==> src/hw/rtl/assert_macros.svh <==
// ---------------------------------------------------------------------------
// assertion macros
// clocked assertions with reset disable; compiled out when ASSERT_OFF is set
// ---------------------------------------------------------------------------
`ifndef ASSERT_MACROS_SVH
`define ASSERT_MACROS_SVH
`ifndef ASSERT_OFF
// property must hold at every clock edge outside reset
`define ASSERT_CLK(label, clk, rst_n, prop, msg) \
    label: assert property (@(posedge clk) disable iff (!rst_n) prop) else $error(msg);
// condition must never be true at a clock edge outside reset
`define ASSERT_NEVER(label, clk, rst_n, cond, msg) \
    label: assert property (@(posedge clk) disable iff (!rst_n) !(cond)) else $error(msg);
`else
`define ASSERT_CLK(label, clk, rst_n, prop, msg)
`define ASSERT_NEVER(label, clk, rst_n, cond, msg)
`endif
`endif

==> src/hw/rtl/emaf_pkg.sv <==
// ---------------------------------------------------------------------------
// emaf_pkg
// shared widths, register indexes and types of the exponential filter
// ---------------------------------------------------------------------------
`timescale 1ns / 1ps

package emaf_pkg;

    // geometry
    localparam int CHANNELS    = 64;
    localparam int CH_BITS     = 6;
    localparam int SLOT_BITS   = (CHANNELS > 1) ? $clog2(CHANNELS) : 1;
    localparam int SAMPLE_BITS = 16;
    localparam int FRAC_BITS   = 16;
    localparam int AVG_BITS    = SAMPLE_BITS + FRAC_BITS;
    localparam int VALUE_BITS  = AVG_BITS + 1;
    localparam int WEIGHT_BITS = FRAC_BITS + 1;
    localparam int PROD_BITS   = AVG_BITS + WEIGHT_BITS + 1;
    localparam int WPROD_BITS  = SAMPLE_BITS + WEIGHT_BITS + 1;

    localparam logic [WEIGHT_BITS-1:0] ONE_Q   = WEIGHT_BITS'(1) << FRAC_BITS;
    localparam logic [PROD_BITS-1:0]   ROUND_Q = PROD_BITS'(1) << (FRAC_BITS - 1);

    // stream words, packed to whole bytes
    localparam int IN_DATA_BITS  = ((SAMPLE_BITS + CH_BITS + 7) / 8) * 8;
    localparam int IN_USER_BITS  = 1;
    localparam int OUT_DATA_BITS = ((VALUE_BITS + CH_BITS + 7) / 8) * 8;

    // configuration port
    localparam int CFG_INDEX_BITS = 1;
    localparam int CFG_DATA_BITS  = WEIGHT_BITS;
    localparam logic [CFG_INDEX_BITS-1:0] REG_LOWPASS_MODE = 1'd0;
    localparam logic [CFG_INDEX_BITS-1:0] REG_NEW_WEIGHT   = 1'd1;

    // command queue
    localparam int QUEUE_DEPTH = 4;
    localparam int QPTR_BITS   = $clog2(QUEUE_DEPTH);
    localparam int QCNT_BITS   = $clog2(QUEUE_DEPTH + 1);

    // settled configuration seen by the datapath
    typedef struct packed {
        logic                   lowpass;
        logic [WEIGHT_BITS-1:0] weight;       // saturated to one
        logic [WEIGHT_BITS-1:0] keep_weight;  // one minus weight
    } emaf_cfg_t;

    // one classified sample on its way to the update unit
    typedef struct packed {
        logic                   init;
        logic [SAMPLE_BITS-1:0] sample;
        logic [CH_BITS-1:0]     channel;
        logic [AVG_BITS-1:0]    new_part;     // sample times weight, 16 fraction bits
    } emaf_cmd_t;

    // queue status
    typedef struct packed {
        logic full;
        logic valid;
    } emaf_qstat_t;

endpackage

==> src/hw/rtl/emaf_back.sv <==
// ---------------------------------------------------------------------------
// emaf_back
// update unit: average memory, read stage with forwarding, result register
// ---------------------------------------------------------------------------
`timescale 1ns / 1ps
`include "assert_macros.svh"

module emaf_back
(
    input  logic                                clk,
    input  logic                                rst_n,
    input  emaf_pkg::emaf_qstat_t               qstat,
    input  emaf_pkg::emaf_cmd_t                 head_cmd,
    output logic                                pop,
    input  emaf_pkg::emaf_cfg_t                 cfg,
    output logic                                out_valid,
    input  logic                                out_ready,
    output logic [emaf_pkg::VALUE_BITS-1:0]     out_value,
    output logic [emaf_pkg::CH_BITS-1:0]        out_channel
);

    // per-channel averages, no reset
    logic [emaf_pkg::AVG_BITS-1:0]              avg_mem [emaf_pkg::CHANNELS];

    // read stage
    logic                                       s1_valid_reg, s1_valid_next;
    emaf_pkg::emaf_cmd_t                        s1_cmd_reg;
    logic [emaf_pkg::AVG_BITS-1:0]              rd_data_reg;
    logic                                       fwd_reg, fwd_next;
    logic [emaf_pkg::AVG_BITS-1:0]              last_avg_reg;

    // result register
    logic                                       out_valid_reg, out_valid_next;
    logic [emaf_pkg::VALUE_BITS-1:0]            out_value_reg;
    logic [emaf_pkg::CH_BITS-1:0]               out_channel_reg;

    logic                                       s2_free;
    logic                                       s1_fire;
    logic                                       s1_load;
    logic [emaf_pkg::SLOT_BITS-1:0]             rd_slot;
    logic [emaf_pkg::SLOT_BITS-1:0]             s1_slot;
    logic [emaf_pkg::AVG_BITS-1:0]              avg_in;
    logic signed [emaf_pkg::AVG_BITS-1:0]       avg_in_s;
    logic signed [emaf_pkg::WEIGHT_BITS:0]      keep_s;
    logic signed [emaf_pkg::PROD_BITS-1:0]      keep_prod;
    logic [emaf_pkg::PROD_BITS-1:0]             rounded;
    logic [emaf_pkg::AVG_BITS-1:0]              sample_q;
    logic [emaf_pkg::AVG_BITS-1:0]              avg_new;
    logic [emaf_pkg::VALUE_BITS-1:0]            value_new;

    assign s2_free = !out_valid_reg || out_ready;
    assign s1_fire = s1_valid_reg && s2_free;
    assign s1_load = qstat.valid && (!s1_valid_reg || s1_fire);
    assign pop     = s1_load;

    assign rd_slot = emaf_pkg::SLOT_BITS'(head_cmd.channel % emaf_pkg::CHANNELS);
    assign s1_slot = emaf_pkg::SLOT_BITS'(s1_cmd_reg.channel % emaf_pkg::CHANNELS);

    // the read taken at load misses a write to the same slot at that edge
    assign fwd_next = s1_load ? (s1_fire && (s1_slot == rd_slot)) : fwd_reg;
    assign avg_in   = fwd_reg ? last_avg_reg : rd_data_reg;

    // avg' = s*w + floor((avg*(1-w) + half) / 2^16)
    assign avg_in_s  = $signed(avg_in);
    assign keep_s    = $signed({1'b0, cfg.keep_weight});
    assign keep_prod = avg_in_s * keep_s;
    assign rounded   = keep_prod + emaf_pkg::ROUND_Q;
    assign sample_q  = {s1_cmd_reg.sample, {emaf_pkg::FRAC_BITS{1'b0}}};
    assign avg_new   = s1_cmd_reg.init
                       ? sample_q
                       : s1_cmd_reg.new_part
                         + rounded[emaf_pkg::FRAC_BITS +: emaf_pkg::AVG_BITS];

    assign value_new = cfg.lowpass
                       ? {avg_new[emaf_pkg::AVG_BITS-1], avg_new}
                       : {sample_q[emaf_pkg::AVG_BITS-1], sample_q}
                         - {avg_new[emaf_pkg::AVG_BITS-1], avg_new};

    always_comb
    begin
        s1_valid_next = s1_valid_reg;
        if (s1_load)
        begin
            s1_valid_next = 1'b1;
        end
        else if (s1_fire)
        begin
            s1_valid_next = 1'b0;
        end
        out_valid_next = out_valid_reg;
        if (s1_fire)
        begin
            out_valid_next = 1'b1;
        end
        else if (out_ready)
        begin
            out_valid_next = 1'b0;
        end
    end

    always_ff @(posedge clk or negedge rst_n)
    begin
        if (!rst_n)
        begin
            s1_valid_reg  <= 1'b0;
            fwd_reg       <= 1'b0;
            out_valid_reg <= 1'b0;
        end
        else
        begin
            s1_valid_reg  <= s1_valid_next;
            fwd_reg       <= fwd_next;
            out_valid_reg <= out_valid_next;
        end
    end

    // memory: write on retire, registered read on load
    always_ff @(posedge clk)
    begin
        if (s1_fire)
        begin
            avg_mem[s1_slot] <= avg_new;
        end
        if (s1_load)
        begin
            rd_data_reg <= avg_mem[rd_slot];
        end
    end

    always_ff @(posedge clk)
    begin
        if (s1_load)
        begin
            s1_cmd_reg <= head_cmd;
        end
        if (s1_fire)
        begin
            last_avg_reg    <= avg_new;
            out_value_reg   <= value_new;
            out_channel_reg <= s1_cmd_reg.channel;
        end
    end

    assign out_valid   = out_valid_reg;
    assign out_value   = out_value_reg;
    assign out_channel = out_channel_reg;

    `ASSERT_CLK(a_fire_fills_out, clk, rst_n, s1_fire |=> out_valid_reg, "retired word lost")
    `ASSERT_CLK(a_stall_holds, clk, rst_n, (s1_valid_reg && !s1_fire) |=> (s1_valid_reg && $stable(s1_cmd_reg) && $stable(fwd_reg)), "read stage changed while stalled")
    `ASSERT_NEVER(a_no_bubble, clk, rst_n, s1_fire && qstat.valid && !pop, "queue not drained on retire")

endmodule

==> config.mk <==
export PLATFORM = sky130hd
export DESIGN_NAME = emaf_back
export DESIGN_NICKNAME = d
export VERILOG_FILES = /design/src/hw/rtl/emaf_pkg.sv /design/src/hw/rtl/emaf_back.sv
export VERILOG_INCLUDE_DIRS = /design/src /design/src/hw/rtl
export SDC_FILE = /design/constraint.sdc
export NUM_CORES = 2
export LEC_CHECK = 0
export ABC_CLOCK_PERIOD_IN_PS = 17700
export CORE_ASPECT_RATIO = 1.5
export CORE_MARGIN = 4
export CORE_UTILIZATION = 45
export DETAILED_ROUTE_END_ITERATION = 10
export DONT_BUFFER_PORTS = 1
export PLACE_DENSITY_LB_ADDON = 0.3
export REMOVE_ABC_BUFFERS = 1
export SKIP_CTS_REPAIR_TIMING = 1
export SLEW_MARGIN = 20
export SYNTH_ARGS = -nofsm -noshare
export SYNTH_HDL_FRONTEND = slang
export SYNTH_SLANG_ARGS = --single-unit
==> constraint.sdc <==
create_clock -name clk -period 17.7 [get_ports clk]
set_input_delay 0 -clock clk [delete_from_list [all_inputs] [get_ports clk]]
set_output_delay 0 -clock clk [all_outputs]
set_load 0.02 [all_outputs]
==> impl_metrics.py <==
metrics = {
    "run_status": {
        "status": "finished clean",
    },
    "synthesis": {
        "ys_warn_count": 0,
        "synth_xor_xnor_area_share_pct": 0.7153,
        "synth_async_sr_flop_share_pct": 0.1359,
        "synth-compound-area-share_pct": 1.983,
        "synth-seq-area-share_pct": 62.85,
        "synth_top_area_share_pct": 62.78,
        "synth-edff-count": 2205,
        "syn_inst": 5871,
        "yosys.area.top_type": "edfxtp_1",
        "synth_top_family_by_area": "multiplexers",
        "synth_top_flop_cell": "edfxtp_1",
        "synthAdderAreaFrac_pct": 11.84,
        "synth.distinct_cells": 96,
        "synth.ff_latch_count": 2208,
        "syn_avg_cell_area_um2": 17.97,
        "synth.area.mux_share_pct": 14.80,
        "synth.top_cells.by_area": "edfxtp_1, mux4_2, fa_1",
        "synth-simple-area-share_pct": 4.578,
        "synthesis.area_mm2": 0.1055,
    },
    "place": {
        "dp_hpwl_um": 149100,
        "dp_slack_ns": 4.151,
        "port_buffers": 0,
        "place_congestion": 0.8712,
        "placed_cells_incl_taps": 8758,
    },
    "sta": {
        "tns_ns": 0,
        "timing.final.crit_period_ns": 13.56,
        "timing.final.ws_setup_ns": 4.137,
        "setup_viol": 0,
        "slew_viol_final": 0,
        "worstMarginPinSlew_ns": 1.114,
        "hold_slack_ns": 0.02881,
        "slew_headroom_pct": 25.19,
        "rsz0062_at_grt": "false",
        "finClkSkew_ns": 0.07638,
        "clock.fmax_mhz": 73.73,
        "final-hold-violation-count": 0,
        "timing.final.crit_share_pct": 76.63,
    },
    "clock_network": {
        "htreeDepth": 4,
        "path_clk_slew_ns": 0.06,
        "clock_latency_ns": 0.86,
        "cts-root-buf": "clkbuf_16",
        "clock_sinks": 2208,
        "cts_inserted_buffers": 199,
        "cts_tree": "done",
        "cts_buffer_depth": 4,
    },
    "hold_path": {
        "hold_path_class": "input port to flop",
        "hold-path-endpoint": "rd_data_reg[3]",
        "holdPathStages": 4,
        "hold_path_startpoint": "head_cmd[36]",
    },
    "run": {
        "maxCapViolCount": 0,
    },
    "die": {
        "start_util_pct": 45.22,
        "fp.coreArea_mm2": 0.2332,
        "die_x_um": 403.3,
        "ios": 136,
        "rows": 217,
        "fp.dieH_um": 600.9,
        "fp.dieArea_mm2": 0.2424,
    },
    "global_routing": {
        "grt_max_degree": 515,
        "grt_overflow": 0,
        "grt_pass1_wl_um": 366500,
        "grt_pass1_vias": 56256,
        "grtUsageTotal_pct": 20.26,
        "antenna_found_initial": 6,
    },
    "setup_path": {
        "crit_top_cell": "fa_1",
        "cp-start-kind": "flop",
        "critical_path.reg2reg.endpoint": "out_value[31]",
        "critPathArrivalTime_ns": 14.22,
        "reg2reg_from": "fwd_reg",
        "rrSetupSlack_ns": 4.14,
        "crit_type": "flop to flop",
        "end_kind": "flop",
        "cp_data_required_time_ns": 18.36,
        "cpMaxStageDelayCell": "mux2_2",
        "rr_worst_depth": 51,
        "slowest_delay_ns": 0.60,
        "cp_max_fo": 33,
    },
    "final_layout": {
        "largest_reg_flops": 2048,
        "fill_cells": 18541,
        "num-nets-final": 6808,
        "drive_above_1_share_pct": 19.64,
        "multi_input_area_mm2": 0.03644,
        "ff_latch_area_mm2": 0.06629,
        "area_growth_pct": 11.39,
        "layout.cells.non_filler": 9239,
    },
    "detailed_routing": {
        "drt_wl_total_um": 246900,
        "vias_per_cell": 5.754,
        "first_iter_violations": 4696,
        "wire_per_inst_um": 26.72,
        "via_count": 53158,
        "dr.pass1.iters": 5,
        "ant_nets": 0,
        "drc": 0,
    },
}
synthesized netlist by cell type (14+ instances only):
cell type	instances
xnor2_1	57
inv_1	621
a21o_1	29
mux2_2	39
o21ai_0	63
a21oi_1	78
xor2_1	22
o21a_1	22
nand3_1	27
nor3_1	22
o21ai_1	14
nand2b_1	18
fa_1	509
edfxtp_1	2205
ha_1	183
mux4_2	668
and2_1	316
nand2_1	317
buf_1	68
clkbuf_1	210
nor2b_1	16
nor2_1	157
cell families (layout without fill, tap and decap cells):
family / after synthesis / after routing
other: 0 / 3
adder cells (fa/ha/maj): 693 / 693
flip-flops: 2208 / 2208
buffers and inverters: 905 / 1204
multiplexers: 720 / 720
AND/OR/NAND/NOR: 956 / 956
AO/OA/AOI/OAI: 307 / 307
XOR/XNOR: 82 / 82
metrics by stage:
stage               utilization, %  instance area (um2)
floorplan                        -               104400
global placement             47.06               109800
detailed placement           47.06               109800
CTS                          49.74               116000
global route                 50.37               117500
finish                       50.37               117500
how the worst max path moves through the flow:
stage / slack (ns) / to / from / cells past startpoint
after floorplan: 3.60 / out_value[31] / fwd_reg / 48
after global placement: 4.18 / out_value[30] / fwd_reg / 50
after detailed placement: 4.15 / out_value[30] / fwd_reg / 50
after CTS: 4.10 / out_value[30] / fwd_reg / 50
after global routing: 3.31 / out_value[31] / fwd_reg / 51
final: 4.14 / out_value[31] / fwd_reg / 51
final cells by class:
class                   instances  share of cell area [%]
repair buffers                233                   1.979
well taps                    3066                   3.265
inverters                     621                   1.984
multi-input cells            2758                   31.01
clock inverters               118                  0.9106
diodes                          3                0.006390
clock buffers                 232                   4.417
flip-flops and latches       2208                   56.42
metal layers:
layer  wire, um  global-route usage, %
met2     134600                  37.30
met3      12920                  2.526
met5         13                      0
met1      92670                  25.04
met4       6690                  5.796
critical path, delay by kind of cell (launching register included):
kind | cells | cell delay (ns)
adders and majority gates | 9 | 4.11
muxes | 1 | 0.60
buffers and inverters | 6 | 0.77
DFF | 1 | 0.34
AOI/OAI and AO/OA | 18 | 4.27
xor gates and xnor gates | 2 | 0.30
and+or+nand+nor | 15 | 2.88
layout by cell type (no fill, tap or decap), drive strengths merged, types with 29 or more instances in the layout:
master       count
fa             509
clkbuf         232
a21oi           79
clkinv          97
buf            115
dlygate4sd3    118
nor2           159
xnor2           57
a21o            29
inv            616
mux4           668
edfxtp        2205
nand2          317
mux2            39
and2           317
ha             183
o21ai           78
Power is left out: the tool's default activity adds up to more than one toggle a clock period on the data nets, which glitch-free logic cannot reach.
