**config.mk**
```make
export PLATFORM = sky130hd
export DESIGN_NAME = emaf_front
export DESIGN_NICKNAME = d
export VERILOG_FILES = /design/src/hw/rtl/assert_macros.svh /design/src/hw/rtl/emaf_pkg.sv /design/src/hw/rtl/emaf_front.sv
export SDC_FILE = /design/constraint.sdc
export NUM_CORES = 1
export LEC_CHECK = 0
export BUFFER_PORTS_ARGS = -buffer_cell sky130_fd_sc_hd__buf_2
export CORE_ASPECT_RATIO = 1.25
export CORE_MARGIN = 1.5
export CORE_UTILIZATION = 30
export DETAILED_ROUTE_END_ITERATION = 12
export REMOVE_ABC_BUFFERS = 1
export SETUP_SLACK_MARGIN = 0.3
export SLEW_MARGIN = 40
export SYNTH_ARGS = -nofsm -noshare
export SYNTH_HDL_FRONTEND = slang
export SYNTH_SLANG_ARGS = --single-unit
```
**constraint.sdc**
```tcl
create_clock -name clk -period 2.35 [get_ports clk]
set_input_delay 0.3525 -clock clk [delete_from_list [all_inputs] [get_ports clk]]
set_output_delay 0.3525 -clock clk [all_outputs]
set_load 0.1 [all_outputs]
```
**src/hw/rtl/assert_macros.svh**
```systemverilog
// ---------------------------------------------------------------------------
// assertion macros
// clocked assertions with reset disable; compiled out when ASSERT_OFF is set
// ---------------------------------------------------------------------------
`ifndef ASSERT_MACROS_SVH
`define ASSERT_MACROS_SVH
`ifndef ASSERT_OFF
// property must hold at every clock edge outside reset
`define ASSERT_CLK(label, clk, rst_n, prop, msg) \
    label: assert property (@(posedge clk) disable iff (!rst_n) prop) else $error(msg);
// condition must never be true at a clock edge outside reset
`define ASSERT_NEVER(label, clk, rst_n, cond, msg) \
    label: assert property (@(posedge clk) disable iff (!rst_n) !(cond)) else $error(msg);
`else
`define ASSERT_CLK(label, clk, rst_n, prop, msg)
`define ASSERT_NEVER(label, clk, rst_n, cond, msg)
`endif
`endif

```
**src/hw/rtl/emaf_pkg.sv**
```systemverilog
// ---------------------------------------------------------------------------
// emaf_pkg
// shared widths, register indexes and types of the exponential filter
// ---------------------------------------------------------------------------
`timescale 1ns / 1ps

package emaf_pkg;

    // geometry
    localparam int CHANNELS    = 64;
    localparam int CH_BITS     = 6;
    localparam int SLOT_BITS   = (CHANNELS > 1) ? $clog2(CHANNELS) : 1;
    localparam int SAMPLE_BITS = 16;
    localparam int FRAC_BITS   = 16;
    localparam int AVG_BITS    = SAMPLE_BITS + FRAC_BITS;
    localparam int VALUE_BITS  = AVG_BITS + 1;
    localparam int WEIGHT_BITS = FRAC_BITS + 1;
    localparam int PROD_BITS   = AVG_BITS + WEIGHT_BITS + 1;
    localparam int WPROD_BITS  = SAMPLE_BITS + WEIGHT_BITS + 1;

    localparam logic [WEIGHT_BITS-1:0] ONE_Q   = WEIGHT_BITS'(1) << FRAC_BITS;
    localparam logic [PROD_BITS-1:0]   ROUND_Q = PROD_BITS'(1) << (FRAC_BITS - 1);

    // stream words, packed to whole bytes
    localparam int IN_DATA_BITS  = ((SAMPLE_BITS + CH_BITS + 7) / 8) * 8;
    localparam int IN_USER_BITS  = 1;
    localparam int OUT_DATA_BITS = ((VALUE_BITS + CH_BITS + 7) / 8) * 8;

    // configuration port
    localparam int CFG_INDEX_BITS = 1;
    localparam int CFG_DATA_BITS  = WEIGHT_BITS;
    localparam logic [CFG_INDEX_BITS-1:0] REG_LOWPASS_MODE = 1'd0;
    localparam logic [CFG_INDEX_BITS-1:0] REG_NEW_WEIGHT   = 1'd1;

    // command queue
    localparam int QUEUE_DEPTH = 4;
    localparam int QPTR_BITS   = $clog2(QUEUE_DEPTH);
    localparam int QCNT_BITS   = $clog2(QUEUE_DEPTH + 1);

    // settled configuration seen by the datapath
    typedef struct packed {
        logic                   lowpass;
        logic [WEIGHT_BITS-1:0] weight;       // saturated to one
        logic [WEIGHT_BITS-1:0] keep_weight;  // one minus weight
    } emaf_cfg_t;

    // one classified sample on its way to the update unit
    typedef struct packed {
        logic                   init;
        logic [SAMPLE_BITS-1:0] sample;
        logic [CH_BITS-1:0]     channel;
        logic [AVG_BITS-1:0]    new_part;     // sample times weight, 16 fraction bits
    } emaf_cmd_t;

    // queue status
    typedef struct packed {
        logic full;
        logic valid;
    } emaf_qstat_t;

endpackage

```
**src/hw/rtl/emaf_front.sv**
```systemverilog
// ---------------------------------------------------------------------------
// emaf_front
// input stage: takes samples, forms the weighted new part, feeds the queue
// ---------------------------------------------------------------------------
`timescale 1ns / 1ps

module emaf_front
(
    input  logic                                clk,
    input  logic                                rst_n,
    input  logic                                in_valid,
    output logic                                in_ready,
    input  logic [emaf_pkg::SAMPLE_BITS-1:0]    in_sample,
    input  logic [emaf_pkg::CH_BITS-1:0]        in_channel,
    input  logic                                in_init,
    input  emaf_pkg::emaf_cfg_t                 cfg,
    input  emaf_pkg::emaf_qstat_t               qstat,
    output logic                                push,
    output emaf_pkg::emaf_cmd_t                 push_cmd
);

    logic                                       valid_reg, valid_next;
    emaf_pkg::emaf_cmd_t                        cmd_reg;
    logic                                       accept;
    logic signed [emaf_pkg::SAMPLE_BITS-1:0]    sample_s;
    logic signed [emaf_pkg::WEIGHT_BITS:0]      weight_s;
    logic signed [emaf_pkg::WPROD_BITS-1:0]     wprod;

    assign push     = valid_reg && !qstat.full;
    assign in_ready = !valid_reg || push;
    assign accept   = in_valid && in_ready;

    // sample * w carries 16 fraction bits and always fits the average width
    assign sample_s = $signed(in_sample);
    assign weight_s = $signed({1'b0, cfg.weight});
    assign wprod    = sample_s * weight_s;

    always_comb
    begin
        valid_next = valid_reg;
        if (accept)
        begin
            valid_next = 1'b1;
        end
        else if (push)
        begin
            valid_next = 1'b0;
        end
    end

    always_ff @(posedge clk or negedge rst_n)
    begin
        if (!rst_n)
        begin
            valid_reg <= 1'b0;
        end
        else
        begin
            valid_reg <= valid_next;
        end
    end

    always_ff @(posedge clk)
    begin
        if (accept)
        begin
            cmd_reg.init     <= in_init;
            cmd_reg.sample   <= in_sample;
            cmd_reg.channel  <= in_channel;
            cmd_reg.new_part <= wprod[emaf_pkg::AVG_BITS-1:0];
        end
    end

    assign push_cmd = cmd_reg;

endmodule

```
==> impl_metrics.csv, run 1 <==
group,metric,value,unit
status,status,"finished, violations left",
status,violations,"setup timing",
clock_tree,cts_buffers,5,
min_path,whs_endpoint,"push_cmd[33]",
worst_setup_path,crit_chain,"buf_12 -> buf_6 -> and2_4 -> fa_1 -> fa_1 -> fa_1 -> fa_1 -> fa_1 -> inv_1 -> fa_1 -> inv_2 -> ha_4 -> a21oi_4 -> o21bai_1 -> a21oi_2 -> a21oi_1 -> a41o_1 -> a221o_1 -> xor2_1",
worst_setup_path,cpMaxStageDelayCell,"fa_1",
sta,clock.fmax,186,MHz
worst_setup_path,crit_required,2.40,ns
clock_tree,cts_sinks,56,
detailed_routing,wl_per_cell,14.9,microns
worst_setup_path,path_max_fanout,13,
cells_and_area,diodes,0,
sta,fin_crit,5.37,ns
detailed_routing,finalWirelength,27.5,mm
min_path,worstHoldStart,"in_channel[1]",
placement,place_hpwl,23.3,mm
worst_setup_path,reg2reg_slack,0.81,ns
sta,fin_crit_sh,229,%
cells_and_area,nets,1755,
clock_tree,path_clk_slew,0.07,ns
worst_setup_path,crit_type,"input pin to flip-flop",
synth,yosysTopAreaCellShare,38.5,%
worst_setup_path,r2r_start,"valid_reg",
cells_and_area,drive_gt1_share,32.2,%
detailed_routing,viasPerCell,4.52,
global_route,antenna_found_initial,0,
placement,place.gp.congestion,0.899,
die,num_io_pins,120,
sta,tightest_slew,0.529,ns
worst_setup_path,start_kind,"input pin",
synth,yosysTopAreaCell,"fa_1",
clock_tree,cts_buffer_depth,2,
detailed_routing,drc,0,
sta,setup_tns,-68.54,ns
cells_and_area,areaGrowthSynthToFinish,34.5,%
cells_and_area,fillers,3519,
worst_setup_path,cp-end-kind,"flip-flop",
min_path,worstHoldPathType,"input pin to flip-flop",
worst_setup_path,path_common_cell,"fa_1",
synth,synthDistinctLibCells,37,
global_route,first_global_vias,9161,
sta,slew_violations,0,
synth,netlist_top_cells_area,"fa_1, edfxtp_1, ha_1, inv_1, and2_1",
detailed_routing,vias,8346,
die,dieArea,0.0372,sq mm
global_route,grt_max_degree,42,
synth,synthTopCellsByCount,"inv_1, fa_1, and2_1",
placement,io_buffers,100,
die,die_h,215,microns
clock_tree,cts_root_buf,"clkbuf_16",
sta,relSlewSlack,65.0,%
synth,synth-edff-count,55,
synth,syn_inst,1116,
job,cap_violations,0,
sta,hold_viol,0,
worst_setup_path,worstReg2RegEnd,"push_cmd[44]",
sta,timing.final.ws_setup,-3.02,ns
die,dieWidth,173,microns
min_path,holdPathStages,1,
global_route,grt_pass1_wl,44.6,mm
synth,yosysMostFrequentCell,"inv_1",
sta,fin_skew,0.00589,ns
placement,place_ws,-3.62,ns
placement,post-place-cells,1814,
synth,ys_seq_area_share,15.5,%
clock_tree,cts_max_level,2,
worst_setup_path,crit_arrival,5.43,ns
synth,synth_area_per_cell,9.69,sq um
worst_setup_path,r2r_cells,3,
worst_setup_path,critPathTopFamily,"adder cells",
worst_setup_path,crit_buf_inv,4,
worst_setup_path,crit_path_max_incr_delay,0.54,ns
die,rows,77,
die,start_util,30.5,%
detailed_routing,drtPass1Iterations,5,
synth,synth_top_flop_cell,"edfxtp_1",
detailed_routing,ant_nets,0,
cells_and_area,final_cells,1846,
cells_and_area,largest_reg_flops,55,
detailed_routing,drt-initial-drc-count,286,
sta,rsz0062_at_grt,"true",
sta,setup_viol,28,
synth,synth_seq_cells,56,
synth,syn-cell-area,0.0108,sq mm
clock_tree,clkLatencyLatePin,0.30,ns
die,core_area,0.0355,sq mm
synth,async_reset_ff_share,1.79,%
clock_tree,cts_tree,"yes",
global_route,overflow,0,
synth,ys_warn_count,0,
global_route,track_usage,14.9,%
-- metal layers --
metal / vias to the layer above / share of wire [%] / wire length [microns] / global-route usage [%]
met2: 180 / 55 / 15100 / 28.6
li1: 3875 / - / - / -
met1: 4252 / 40 / 11000 / 17.7
met3: 39 / 3.7 / 1020 / 2.03
met5: - / 0 / 0 / 0
met4: 0 / 1.7 / 456 / 2.61
-- stage by stage --
step           area, sq um  utilization, %  hold WS (ns)
2_1_floorplan        10700               -        0.0569
3_3_place_gp         13000            36.6         0.128
3_5_place_dp         13000            36.6         0.128
4_1_cts              14200            40.0         0.211
5_1_grt              14500            41.0         0.204
6_report             14500            41.0         0.221
-- worst reg2reg max path: cells and delay by family (launching register included) --
family / cells / cell delay (ns)
buffers and inverters: 1 / 0.29
flip-flops: 1 / 0.38
AND/OR/NAND/NOR: 2 / 0.52
-- timing repair --
item                       in CTS  in global routing
pin swaps                      92                 45
resized for setup             210                 65
hold buffers                    1                  0
setup endpoints to repair      29                 29
setup buffers                  14                  7
gates cloned                    0                  2
hold endpoints to repair        1                  0
-- final cells by class --
class / count / area (sq um) / share of cell area, %
clock buffers: 5 / 125 / 0.860
clock inverters: 3 / 17.5 / 0.120
well taps: 474 / 593 / 4.08
multi-input cells: 762 / 8840 / 60.8
inverters: 261 / 980 / 6.74
repair buffers: 285 / 2310 / 15.9
flip-flops and latches: 56 / 1680 / 11.5
-- cell usage in the layout (no fill, tap or decap), types with 8 or more instances in the layout --
cell / count
buf_4: 155
a21oi_1: 9
ha_1: 79
nor2_1: 20
buf_12: 11
nand2b_1: 9
buf_6: 39
fa_2: 11
fa_1: 197
and2_4: 22
xnor2_1: 16
nand2_1: 122
edfxtp_1: 55
nand2_2: 8
and2_1: 111
buf_2: 72
inv_1: 241
a21oi_2: 15
inv_2: 20
a21o_1: 16
ha_4: 31
xor2_1: 12
-- worst max path at each step --
| stage | startpoint | to | slack, ns | cells after the start |
|---|---|---|---|---|
| final | cfg[20] | push_cmd[24] | -3.02 | 19 |
| after floorplan | in_sample[4] | push_cmd[31] | -3.18 | 20 |
| after detailed placement | in_sample[4] | push_cmd[31] | -3.62 | 21 |
| after global placement | in_sample[4] | push_cmd[25] | -3.54 | 21 |
| after CTS | cfg[24] | push_cmd[25] | -3.02 | 23 |
| after global routing | in_sample[5] | push_cmd[20] | -3.21 | 24 |
-- cell families (layout without fill, tap and decap cells) --
family	Yosys count	after routing	share of synthesized area, %
buffers and inverters	298	554	10.3
and+or+nand+nor	326	326	15.1
AOI/OAI and AO/OA	84	84	4.99
xor gates and xnor gates	31	31	2.51
adders and majority gates	321	321	51.6
DFF	56	56	15.5
Power of run 1 is left out: the tool's default activity adds up to more than one toggle a clock period on the data nets, which glitch-free logic cannot reach.
==> inputs of run 2 (changes only) <==
Settings changed: PLACE_DENSITY set to 0.57, SETUP_SLACK_MARGIN 0.3 to 0.4.
==> run 2 against run 1 <==
Against the previous run:
- the flow still finishes with violations (setup timing)
- sequential cell count unchanged
- maximum frequency barely moved
- worst hold slack improved by 0.0021 ns
- critical path type unchanged
- count of clock-buffer cells in the layout is 1 higher
- routed wire length fell by 1.1%
- largest cell class unchanged
==> impl_metrics.csv, run 2 (same netlist as run 1, synthesis figures left out) <==
group,metric,value,unit
detailed_routing,ant_nets,0,
sta,setup_viol,28,
worst_setup_path,crit_arrival,5.42,ns
cells_and_area,largest_reg_flops,55,
detailed_routing,drtPass1Iterations,5,
detailed_routing,wl_per_cell,14.8,microns
placement,place.gp.congestion,0.883,
cells_and_area,areaGrowthSynthToFinish,34.3,%
detailed_routing,drt-initial-drc-count,303,
placement,io_buffers,100,
worst_setup_path,cpMaxStageDelayCell,"fa_2",
detailed_routing,drc,0,
sta,slew_violations,0,
global_route,first_global_vias,8846,
clock_tree,cts_max_level,2,
clock_tree,cts_buffers,5,
worst_setup_path,crit_path_max_incr_delay,0.59,ns
die,dieWidth,173,microns
clock_tree,cts_tree,"yes",
global_route,track_usage,14.9,%
die,start_util,30.5,%
placement,placement.cell_area,0.0129,sq mm
global_route,overflow,0,
cells_and_area,fillers,3470,
worst_setup_path,path_max_fanout,8,
detailed_routing,vias,8327,
sta,fin_skew,0.00838,ns
die,die_h,215,microns
clock_tree,cts_buffer_depth,2,
clock_tree,cts_sinks,56,
placement,place_ws,-3.68,ns
cells_and_area,diodes,0,
sta,timing.final.ws_setup,-3.02,ns
clock_tree,cts_root_buf,"clkbuf_16",
cells_and_area,register_area,0.00168,sq mm
worst_setup_path,crit_required,2.40,ns
sta,tightest_slew,0.507,ns
worst_setup_path,crit_type,"input pin to flip-flop",
clock_tree,clkLatencyLatePin,0.31,ns
cells_and_area,nets,1748,
cells_and_area,multiInputGateArea,0.00885,sq mm
detailed_routing,finalWirelength,27.2,mm
placement,place_hpwl,22.9,mm
die,core_area,0.0355,sq mm
worst_setup_path,cp-end-kind,"flip-flop",
cells_and_area,drive_gt1_share,31.8,%
worst_setup_path,start_kind,"input pin",
cells_and_area,final_cells,1839,
sta,setup_tns,-67.22,ns
cells_and_area,layout_common_cells,"inv_1, fa_1, buf_4",
die,rows,77,
sta,relSlewSlack,66.4,%
cells_and_area,final_area,0.0145,sq mm
min_path,worstHoldPathType,"input pin to flip-flop",
status,violations,"setup timing",
die,dieArea,0.0372,sq mm
job,cap_violations,0,
status,status,"finished, violations left",
sta,hold_viol,0,
sta,fin_crit_sh,228,%
clock_tree,path_clk_slew,0.07,ns
cells_and_area,layout.cells.most_common,"inv_1",
worst_setup_path,crit_chain,"buf_12 -> and2_4 -> fa_1 -> inv_1 -> fa_2 -> fa_2 -> fa_2 -> inv_2 -> fa_1 -> fa_1 -> ha_4 -> and2_4 -> buf_6 -> buf_6 -> nand4_1 -> a21oi_2 -> nor2_4 -> o21ai_4 -> nand2b_1 -> a31oi_1 -> xor2_1",
detailed_routing,viasPerCell,4.53,
sta,rsz0062_at_grt,"true",
global_route,grt_pass1_wl,44.4,mm
die,num_io_pins,120,
global_route,antenna_found_initial,0,
sta,clock.fmax,186,MHz
placement,post-place-cells,1802,
sta,fin_crit,5.37,ns
global_route,grt_max_degree,56,
run 2: cell count changes in the layout (fill, tap and decap cells not counted), moves of 3 or more:
cell	delta
a21oi_2	-5
inv_2	+4
nor2_1	+3
buf_8	+4
inv_1	-6
buf_4	-15
buf_6	+4
a21oi_4	+3
run 2: final cells by class:
class	count	share of cell area (%)
Clock buffer	6	0.887
Sequential cell	56	11.5
Clock inverter	2	0.0775
Tap cell	474	4.08
Multi-Input combinational cell	762	60.9
Timing Repair Buffer	278	15.7
Inverter	261	6.79
run 2: layer usage:
layer | global-route usage, % | routed length (microns) | up-vias
met5 | 0 | 0 | -
met4 | 1.77 | 283 | 0
met3 | 1.50 | 870 | 25
met2 | 28.7 | 15200 | 168
met1 | 18.1 | 10800 | 4267
li1 | - | - | 3867
run 2: what timing repair did:
item,in CTS,in global routing
hold buffers,1,0
gates cloned,1,1
buffers inserted,8,18
pin swaps,77,57
hold endpoints to repair,1,0
gates resized for setup,191,98
setup endpoints to repair,29,29
run 2: critical path, delay by kind of cell:
family | cells | cell delay, ns
adders and majority gates | 7 | 3.34
xor gates and xnor gates | 1 | 0.10
AOI/OAI and AO/OA | 3 | 0.62
and+or+nand+nor | 5 | 0.61
buffers and inverters | 5 | 0.38
run 2: worst paths after layout:
| kind | start | endpoint | slack (ns) | cells past startpoint |
|---|---|---|---|---|
| setup / recovery | cfg[24] | push_cmd[28] | -3.02 | 21 |
| hold / removal | in_channel[2] | push_cmd[34] | 0.22 | 1 |
| setup reg to reg | valid_reg | push_cmd[47] | 1.07 | 3 |
| hold reg to reg | valid_reg | valid_reg | 0.55 | 2 |
| max in group asynchronous | rst_n | valid_reg | 1.89 | 2 |
| min in group asynchronous | rst_n | valid_reg | 0.37 | 2 |
run 2: stage by stage:
step	utilization [%]	hold slack, ns
after floorplan	-	0.0569
after global placement	36.4	0.127
after global routing	41.0	0.209
after detailed placement	36.4	0.136
final	41.0	0.223
after CTS	39.3	0.215
Power of run 2 is left out for the same reason.
