## src/hw/rtl/assert_macros.svh

```systemverilog
// ---------------------------------------------------------------------------
// assertion macros
// clocked assertions with reset disable; compiled out when ASSERT_OFF is set
// ---------------------------------------------------------------------------
`ifndef ASSERT_MACROS_SVH
`define ASSERT_MACROS_SVH
`ifndef ASSERT_OFF
// property must hold at every clock edge outside reset
`define ASSERT_CLK(label, clk, rst_n, prop, msg) \
    label: assert property (@(posedge clk) disable iff (!rst_n) prop) else $error(msg);
// condition must never be true at a clock edge outside reset
`define ASSERT_NEVER(label, clk, rst_n, cond, msg) \
    label: assert property (@(posedge clk) disable iff (!rst_n) !(cond)) else $error(msg);
`else
`define ASSERT_CLK(label, clk, rst_n, prop, msg)
`define ASSERT_NEVER(label, clk, rst_n, cond, msg)
`endif
`endif

```

## src/hw/rtl/emaf_pkg.sv

```systemverilog
// ---------------------------------------------------------------------------
// emaf_pkg
// shared widths, register indexes and types of the exponential filter
// ---------------------------------------------------------------------------
`timescale 1ns / 1ps

package emaf_pkg;

    // geometry
    localparam int CHANNELS    = 64;
    localparam int CH_BITS     = 6;
    localparam int SLOT_BITS   = (CHANNELS > 1) ? $clog2(CHANNELS) : 1;
    localparam int SAMPLE_BITS = 16;
    localparam int FRAC_BITS   = 16;
    localparam int AVG_BITS    = SAMPLE_BITS + FRAC_BITS;
    localparam int VALUE_BITS  = AVG_BITS + 1;
    localparam int WEIGHT_BITS = FRAC_BITS + 1;
    localparam int PROD_BITS   = AVG_BITS + WEIGHT_BITS + 1;
    localparam int WPROD_BITS  = SAMPLE_BITS + WEIGHT_BITS + 1;

    localparam logic [WEIGHT_BITS-1:0] ONE_Q   = WEIGHT_BITS'(1) << FRAC_BITS;
    localparam logic [PROD_BITS-1:0]   ROUND_Q = PROD_BITS'(1) << (FRAC_BITS - 1);

    // stream words, packed to whole bytes
    localparam int IN_DATA_BITS  = ((SAMPLE_BITS + CH_BITS + 7) / 8) * 8;
    localparam int IN_USER_BITS  = 1;
    localparam int OUT_DATA_BITS = ((VALUE_BITS + CH_BITS + 7) / 8) * 8;

    // configuration port
    localparam int CFG_INDEX_BITS = 1;
    localparam int CFG_DATA_BITS  = WEIGHT_BITS;
    localparam logic [CFG_INDEX_BITS-1:0] REG_LOWPASS_MODE = 1'd0;
    localparam logic [CFG_INDEX_BITS-1:0] REG_NEW_WEIGHT   = 1'd1;

    // command queue
    localparam int QUEUE_DEPTH = 4;
    localparam int QPTR_BITS   = $clog2(QUEUE_DEPTH);
    localparam int QCNT_BITS   = $clog2(QUEUE_DEPTH + 1);

    // settled configuration seen by the datapath
    typedef struct packed {
        logic                   lowpass;
        logic [WEIGHT_BITS-1:0] weight;       // saturated to one
        logic [WEIGHT_BITS-1:0] keep_weight;  // one minus weight
    } emaf_cfg_t;

    // one classified sample on its way to the update unit
    typedef struct packed {
        logic                   init;
        logic [SAMPLE_BITS-1:0] sample;
        logic [CH_BITS-1:0]     channel;
        logic [AVG_BITS-1:0]    new_part;     // sample times weight, 16 fraction bits
    } emaf_cmd_t;

    // queue status
    typedef struct packed {
        logic full;
        logic valid;
    } emaf_qstat_t;

endpackage

```

## src/hw/rtl/emaf_queue.sv

```systemverilog
// ---------------------------------------------------------------------------
// emaf_queue
// short command fifo between the front and the update unit
// ---------------------------------------------------------------------------
`timescale 1ns / 1ps

module emaf_queue
(
    input  logic                clk,
    input  logic                rst_n,
    input  logic                push,
    input  emaf_pkg::emaf_cmd_t push_cmd,
    input  logic                pop,
    output emaf_pkg::emaf_cmd_t head_cmd,
    output emaf_pkg::emaf_qstat_t stat
);

    emaf_pkg::emaf_cmd_t                 entry_reg [emaf_pkg::QUEUE_DEPTH];
    logic [emaf_pkg::QPTR_BITS-1:0]      wr_ptr_reg, wr_ptr_next;
    logic [emaf_pkg::QPTR_BITS-1:0]      rd_ptr_reg, rd_ptr_next;
    logic [emaf_pkg::QCNT_BITS-1:0]      count_reg, count_next;

    always_comb
    begin
        wr_ptr_next = wr_ptr_reg;
        rd_ptr_next = rd_ptr_reg;
        count_next  = count_reg;
        if (push)
        begin
            wr_ptr_next = (wr_ptr_reg == emaf_pkg::QPTR_BITS'(emaf_pkg::QUEUE_DEPTH - 1))
                          ? '0 : wr_ptr_reg + 1'b1;
        end
        if (pop)
        begin
            rd_ptr_next = (rd_ptr_reg == emaf_pkg::QPTR_BITS'(emaf_pkg::QUEUE_DEPTH - 1))
                          ? '0 : rd_ptr_reg + 1'b1;
        end
        if (push && !pop)
        begin
            count_next = count_reg + 1'b1;
        end
        else if (pop && !push)
        begin
            count_next = count_reg - 1'b1;
        end
    end

    always_ff @(posedge clk or negedge rst_n)
    begin
        if (!rst_n)
        begin
            wr_ptr_reg <= '0;
            rd_ptr_reg <= '0;
            count_reg  <= '0;
        end
        else
        begin
            wr_ptr_reg <= wr_ptr_next;
            rd_ptr_reg <= rd_ptr_next;
            count_reg  <= count_next;
        end
    end

    always_ff @(posedge clk)
    begin
        if (push)
        begin
            entry_reg[wr_ptr_reg] <= push_cmd;
        end
    end

    assign head_cmd   = entry_reg[rd_ptr_reg];
    assign stat.valid = (count_reg != '0);
    assign stat.full  = (count_reg == emaf_pkg::QCNT_BITS'(emaf_pkg::QUEUE_DEPTH));

endmodule

```

## config.mk

```make
export PLATFORM = sky130hd
export DESIGN_NAME = emaf_queue
export DESIGN_NICKNAME = d
export VERILOG_FILES = /design/src/hw/rtl/assert_macros.svh /design/src/hw/rtl/emaf_pkg.sv /design/src/hw/rtl/emaf_queue.sv
export SDC_FILE = /design/constraint.sdc
export NUM_CORES = 1
export LEC_CHECK = 0
export CAP_MARGIN = 20
export CORE_MARGIN = 8
export CORE_UTILIZATION = 43
export CTS_CLUSTER_DIAMETER = 200
export DETAILED_ROUTE_END_ITERATION = 16
export DONT_BUFFER_PORTS = 1
export PLACE_DENSITY = 0.57
export SETUP_SLACK_MARGIN = 0.4
export SKIP_CTS_REPAIR_TIMING = 1
export SYNTH_ARGS = -nofsm -noshare
export SYNTH_HDL_FRONTEND = slang
export SYNTH_SLANG_ARGS = --single-unit
```

## constraint.sdc

```tcl
create_clock -name clk -period 3.8 [get_ports clk]
set_clock_uncertainty 0.1 [all_clocks]
set_input_delay 0.57 -clock clk [delete_from_list [all_inputs] [get_ports clk]]
set_output_delay 0.57 -clock clk [all_outputs]
set_load 0.01 [all_outputs]
```

==> results of run 1 <==
==> synthesized netlist by cell type (all sizes together) <==
| cell | n |
|---|---|
| nor3b | 1 |
| inv | 4 |
| buf | 11 |
| dfrtp | 7 |
| and2 | 4 |
| o21ai | 2 |
| nand2 | 2 |
| mux2 | 3 |
| edfxtp | 220 |
| xor2 | 2 |
| ha | 6 |
| nor2 | 3 |
| mux4 | 55 |
| clkbuf | 1 |
| or3 | 1 |
| xnor2 | 1 |
| fa | 1 |
==> where the power goes <==
part	leakage (nW)	switching, mW	internal, mW
Combinational	0.518	0.914	0.729
Clock	0.360	0.873	1.30
Sequential	2.10	0.198	3.22
Total	2.98	1.98	5.24
==> kinds of logic (layout without fill, tap and decap cells) <==
kind of cell | after synthesis | in the layout | share of synthesized area (%)
compound gates | 2 | 2 | 0.120
xor+xnor | 3 | 3 | 0.315
fa+ha+maj | 7 | 7 | 1.14
buf+inv | 16 | 55 | 1.24
flops | 227 | 227 | 81.2
mux | 58 | 58 | 15.2
simple gates | 11 | 11 | 0.690
==> area by class of cell <==
cell class | instances | area [um2]
inverters | 4 | 15.0
clock inverters | 8 | 65.1
flip-flops and latches | 227 | 6790
repair buffers | 7 | 105
fillers | 1578 | 9820
well taps | 265 | 332
clock buffers | 36 | 677
multi-input cells | 81 | 1470
==> critical path: stages, from the launching register on <==
cell,delay (ps)
dfrtp_4,860
buf_12,310
mux4_2,600
==> routing by layer <==
layer,track usage [%],vias to the layer above,routed length (um)
li1,-,1422,-
met5,0,-,0
met3,4.63,22,1380
met2,20.8,109,7280
met4,3.56,0,294
met1,13.4,1761,5510
==> through the flow <==
stage	total power, mW	utilization, %	hold WS [ps]	cell area [um2]
2_1_floorplan	4.77	-	174	8350
3_3_place_gp	5.16	45.1	175	8690
3_5_place_dp	5.20	45.1	175	8690
4_1_cts	7.38	49.0	-361	9440
5_1_grt	7.57	49.0	35.5	9450
6_report	7.23	49.0	59.6	9450
==> cell usage in the layout (no fill, tap or decap), types with 2 or more instances in the layout <==
cell type | netlist | layout
and2_2 | 0 | 4
buf_12 | 0 | 4
buf_4 | 2 | 2
clkbuf_1 | 1 | 10
clkbuf_16 | 0 | 25
clkinv_1 | 0 | 2
clkinv_2 | 0 | 4
dfrtp_1 | 7 | 5
edfxtp_1 | 220 | 220
ha_1 | 6 | 6
inv_1 | 4 | 4
mux2_2 | 3 | 3
mux4_2 | 55 | 55
nand2_1 | 2 | 2
nor2_1 | 3 | 3
o21ai_0 | 2 | 2
xor2_1 | 2 | 2
==> worst paths after layout <==
kind	cells after the start	slack [ps]	startpoint	to
setup / recovery	2	830	rd_ptr_reg[0]	head_cmd[43]
hold / removal	0	60	push_cmd[39]	entry_reg[1][39]
setup reg to reg	4	1670	wr_ptr_reg[0]	entry_reg[2][16]
hold reg to reg	1	400	count_reg[2]	count_reg[2]
max in group asynchronous	1	2970	rst_n	rd_ptr_reg[0]
min in group asynchronous	1	310	rst_n	count_reg[0]
==> impl_summary.log, run 1 <==
[metrics] number of antenna violations at the first check in global routing: 0
[metrics] horizontal die dimension: roughly 160 um
[metrics] number of instances in the placed design: 583
[metrics] Residual DRC: 0
[metrics] vias: about 3.3k
[metrics] peak supply drop: 0.502 mV
[metrics] Final ANT Viol Nets: 0
[metrics] pin count of the biggest net entering global routing: between 50 and 60
[metrics] number of flip-flops and latches in the synthesized netlist: 227
[metrics] Slew Viols, Final: 0
[metrics] Sink Count: between 200 and 250
[metrics] number of standard cells after synthesis: 324
[metrics] drt pass-1 iters: 4
[metrics] PwrDens: ~760 nW/um2
[metrics] synthesized area divided by synthesized cell count: 25.8 um2
[metrics] DP HPWL: roughly 8400 um
[metrics] pin slew with the least headroom to its limit: 839 ps
[metrics] min Tclk post-route: 2970 ps
[metrics] type of origin of the critical path: register
[metrics] number of nets in the finished design: 411
[metrics] Post-Syn Area: around 8300 um2
[metrics] most area-consuming cells after synthesis: edfxtp_1 79%, mux4_2 15%, dfrtp_1 2.1%
[metrics] library cell used as clock root buffer: clkbuf_16
[metrics] worst setup path class: register to output port
[metrics] number of flip-flops in the largest register: 220
[metrics] number of failing hold endpoints at the final stage: 0
[metrics] yosys warns: 0
[metrics] CTS tree: yes
[metrics] Port Buffer Count: 0
[metrics] net count after synthesis: 390
[metrics] setup slack after layout: roughly 830 ps
[metrics] number of global-route vias before repair: roughly 3.7k
[metrics] io pins: 116
[metrics] maximum achievable frequency: around 0.34 GHz
[metrics] endpoint required time on the critical path: 3130 ps
[metrics] CTS Buffer Depth: 3
[metrics] cts bufs inserted: 24
[metrics] relative area change from synthesis to final layout: 13.2%
[metrics] Total Negative Setup Slacks: 0 ps
[metrics] # diodes: 0
[metrics] clock slew at the register clock pins of the worst setup and hold paths: 60 ps
[metrics] final RePlAce weighted congestion: 0.690
[metrics] critical path fanouts, max: 32
[metrics] Total Wirelength: 14500 um
[metrics] average vias per placed instance: ~5.3
[metrics] total setup violations reported at the end of the flow: 0
[metrics] Post-Layout Cell Count: roughly 630
[metrics] Max-cap violations: 0
[metrics] violation count after the first detailed-route iteration: 195
[metrics] average routed wire per standard cell: 23.0 um
[metrics] arrival time at the worst endpoint: about 2300 ps
[metrics] Yosys top cell area share: 79.1%
[metrics] nature of the critical path endpoint: output port
[metrics] setup repair after global routing missed its margin: false
[metrics] synth unique cells: 19
[metrics] leakage power: 2.98 nW
[metrics] type of the tightest min-delay check: input port to register
[metrics] die outline area: 24100 um2
[metrics] row cnt: 51
[metrics] Starting Density: a little over two fifths
[metrics] maximum level of the CTS H-tree: 1
[metrics] max-slew headroom at the worst pin: 44.1%
[metrics] setup slack after placement: 1270 ps
[metrics] result of the run: finished clean
[metrics] later-pin clock latency in the skew report: ~500 ps
[metrics] share of final-layout standard cells stronger than drive strength 1: 28.1%
[metrics] total grt overflow: 0
[metrics] sequential area share after synthesis: 81.2%
[metrics] height of the die: ~160 um
[metrics] global-route wire length before repair: 21900 um
[metrics] period utilization: between 70% and 80%
[metrics] cell accounting for the most synthesized area: edfxtp_1
[metrics] overall global routing resource usage: 12.0%
[metrics] Core Footprint: 19300 um2
No activity file was read; power rests on OpenSTA's default activity.
==> run 2, diff against run 1 <==
==> constraint.sdc (replaced) <==
create_clock -name clk -period 2.9 [get_ports clk]
set_clock_uncertainty 0.1 [all_clocks]
set_input_delay 0.435 -clock clk [delete_from_list [all_inputs] [get_ports clk]]
set_output_delay 0.435 -clock clk [all_outputs]
set_load 0.01 [all_outputs]
==> impl_summary.log, run 2 (synthesized netlist as in run 1, its figures left out) <==
[metrics] drt pass-1 iters: 4 (unchanged)
[metrics] leakage power: 3.30 nW (was 2.98 nW)
[metrics] type of the tightest min-delay check: input port to register (unchanged)
[metrics] die outline area: 24100 um2 (unchanged)
[metrics] Hold Path Depth: 2 (was 0)
[metrics] average routed wire per standard cell: 22.4 um (was 23.0 um)
[metrics] clock slew at the register clock pins of the worst setup and hold paths: 60 ps (about the same)
[metrics] cell chain of the critical path: buf_16 > mux4_2 (was buf_12 > mux4_2)
[metrics] arrival time at the worst endpoint: 1920 ps (was 2300 ps)
[metrics] nature of the critical path endpoint: output port (unchanged)
[metrics] number of nets in the finished design: 484 (was 411)
[metrics] io pins: 116 (unchanged)
[metrics] cts bufs inserted: 23 (was 24)
[metrics] Final ANT Viol Nets: 0 (unchanged)
[metrics] overall global routing resource usage: 12.8% (was 12.0%)
[metrics] total grt overflow: 0 (unchanged)
[metrics] most frequent standard cell in the layout excluding fill and tap cells: edfxtp_1 (unchanged)
[metrics] result of the run: finished clean (unchanged)
[metrics] global-route wire length before repair: 23000 um (was 21900 um)
[metrics] Post-Route Utilization: 52.7% (was 49.0%)
[metrics] CTS Buffer Depth: 3 (unchanged)
[metrics] maximum single-stage delay on the critical path: 580 ps (was 860 ps)
[metrics] row cnt: 51 (unchanged)
[metrics] number of fillers in the final layout: 1530 (was 1578)
[metrics] Core Footprint: 19300 um2 (unchanged)
[metrics] logic depth of the worst register-to-register path: 4 (unchanged)
[metrics] Post-Layout Cell Count: 697 (was 628)
[metrics] violation count after the first detailed-route iteration: 289 (was 195)
[metrics] PwrDens: 965 nW/um2 (was 765 nW/um2)
[metrics] endpoint required time on the critical path: 2370 ps (was 3130 ps)
[metrics] critical path fanouts, max: 23 (was 32)
[metrics] average vias per placed instance: 5.15 (was 5.28)
[metrics] # diodes: 0 (unchanged)
[metrics] number of instances in the placed design: 589 (was 583)
[metrics] max-slew headroom at the worst pin: 55.6% (was 44.1%)
[metrics] Finished Cell Area: 10100 um2 (was 9450 um2)
[metrics] DP HPWL: 9400 um (was 8420 um)
[metrics] Total Negative Setup Slacks: 0 ps (unchanged)
[metrics] maximum achievable frequency: roughly 0.41 GHz
[metrics] setup repair after global routing missed its margin: true (was false)
[metrics] instance area at placement: 8740 um2 (was 8690 um2)
[metrics] peak supply drop: 0.555 mV (was 0.502 mV)
[metrics] pin count of the biggest net entering global routing: 42 (was 58)
[metrics] library cell used as clock root buffer: clkbuf_16 (unchanged)
[metrics] setup slack of the most critical reg-to-reg path: 930 ps (was 1670 ps)
[metrics] height of the die: 155 um (unchanged)
[metrics] worst setup path class: register to output port (unchanged)
[metrics] master of the slowest instance on the critical path: mux4_2 (was dfrtp_4)
[metrics] number of failing hold endpoints at the final stage: 0 (unchanged)
[metrics] Sink Count: 227 (unchanged)
[metrics] Total Power Consumption: 9.79 mW (was 7.23 mW)
[metrics] min Tclk post-route: around 2500 ps
[metrics] relative area change from synthesis to final layout: 21.6% (was 13.2%)
[metrics] number of antenna violations at the first check in global routing: 0 (unchanged)
[metrics] Slew Viols, Final: 0 (unchanged)
[metrics] total setup violations reported at the end of the flow: 0 (unchanged)
[metrics] period utilization: 84.8%
[metrics] final RePlAce weighted congestion: 0.709 (was 0.690)
[metrics] maximum level of the CTS H-tree: 1 (unchanged)
[metrics] CTS tree: yes (unchanged)
[metrics] Starting Density: 43.3% (unchanged)
[metrics] Total Wirelength: 15600 um (was 14500 um)
[metrics] later-pin clock latency in the skew report: 500 ps (about the same)
[metrics] type of origin of the critical path: register (unchanged)
[metrics] number of global-route vias before repair: 3777 (was 3706)
[metrics] commonest cells after routing, fill and taps aside: 220 x edfxtp_1, 58 x dlygate4sd3_1, 55 x mux4_2, 23 x clkbuf_16, 17 x buf_4 (was 220 x edfxtp_1, 55 x mux4_2, 25 x clkbuf_16, 10 x clkbuf_1, 6 x ha_1)
[metrics] share of final-layout standard cells stronger than drive strength 1: 26.6% (was 28.1%)
[metrics] Port Buffer Count: 0 (unchanged)
[metrics] Residual DRC: 0 (unchanged)
[metrics] vias: 3590 (was 3314)
[metrics] horizontal die dimension: 155 um (unchanged)
[metrics] number of flip-flops in the largest register: 220 (unchanged)
[metrics] Max-cap violations: 0 (unchanged)
[metrics] pin slew with the least headroom to its limit: 666 ps (was 839 ps)
run 2: cell types whose count changed in the layout (fill, tap and decap cells not counted), moves of 2 or more:
cell	delta
dlygate4sd3_1	+57
buf_4	+15
clkbuf_16	-2
clkinv_2	-3
clkbuf_1	-6
clkinv_1	+5
bufinv_16	+2
run 2: power by group:
group | leakage [nW] | internal, mW | total [mW] | switching (mW)
clock | 0.350 | 1.71 | 2.83 | 1.12
combinational | 0.851 | 1.17 | 2.50 | 1.34
sequential | 2.10 | 4.22 | 4.46 | 0.238
total | 3.30 | 7.09 | 9.79 | 2.70
run 2: cell type report:
type	count	area (um2)	area share (%)
Clock buffer	27	591	5.82
Sequential cell	227	6790	66.9
Clock inverter	12	130	1.28
Tap cell	265	332	3.27
Multi-Input combinational cell	81	1470	14.4
Inverter	4	15.0	0.148
Timing Repair Buffer	81	827	8.15
run 2: critical path: cells and delay by family (launching register included):
family                 cells  cell delay [ps]
buffers and inverters      1              250
flip-flops                 1              570
multiplexers               1              580
run 2: stage by stage:
| step | hold WS, ps | setup slack (ps) |
|---|---|---|
| 6_report | 133 | 441 |
| 5_1_grt | 117 | 366 |
| 4_1_cts | -502 | 50.9 |
| 3_5_place_dp | 39.7 | 607 |
| 3_3_place_gp | 39.8 | 617 |
| 2_1_floorplan | 39.4 | 454 |
run 2: final timing paths:
check	from	endpoint
worst max-delay path	rd_ptr_reg[0]	head_cmd[38]
worst min-delay path	push	count_reg[0]
worst max register to register	wr_ptr_reg[0]	entry_reg[0][14]
worst min register to register	count_reg[2]	count_reg[2]
max in group asynchronous	rst_n	rd_ptr_reg[1]
min in group asynchronous	rst_n	wr_ptr_reg[0]
run 2: metal layers:
| metal | global-route usage [%] | share of wire, % | wire, um |
|---|---|---|---|
| met5 | 0 | 0 | 0 |
| met2 | 22.3 | 52 | 8050 |
| met4 | 3.37 | 1.5 | 230 |
| met1 | 14.1 | 39 | 6080 |
| met3 | 5.49 | 8.1 | 1260 |
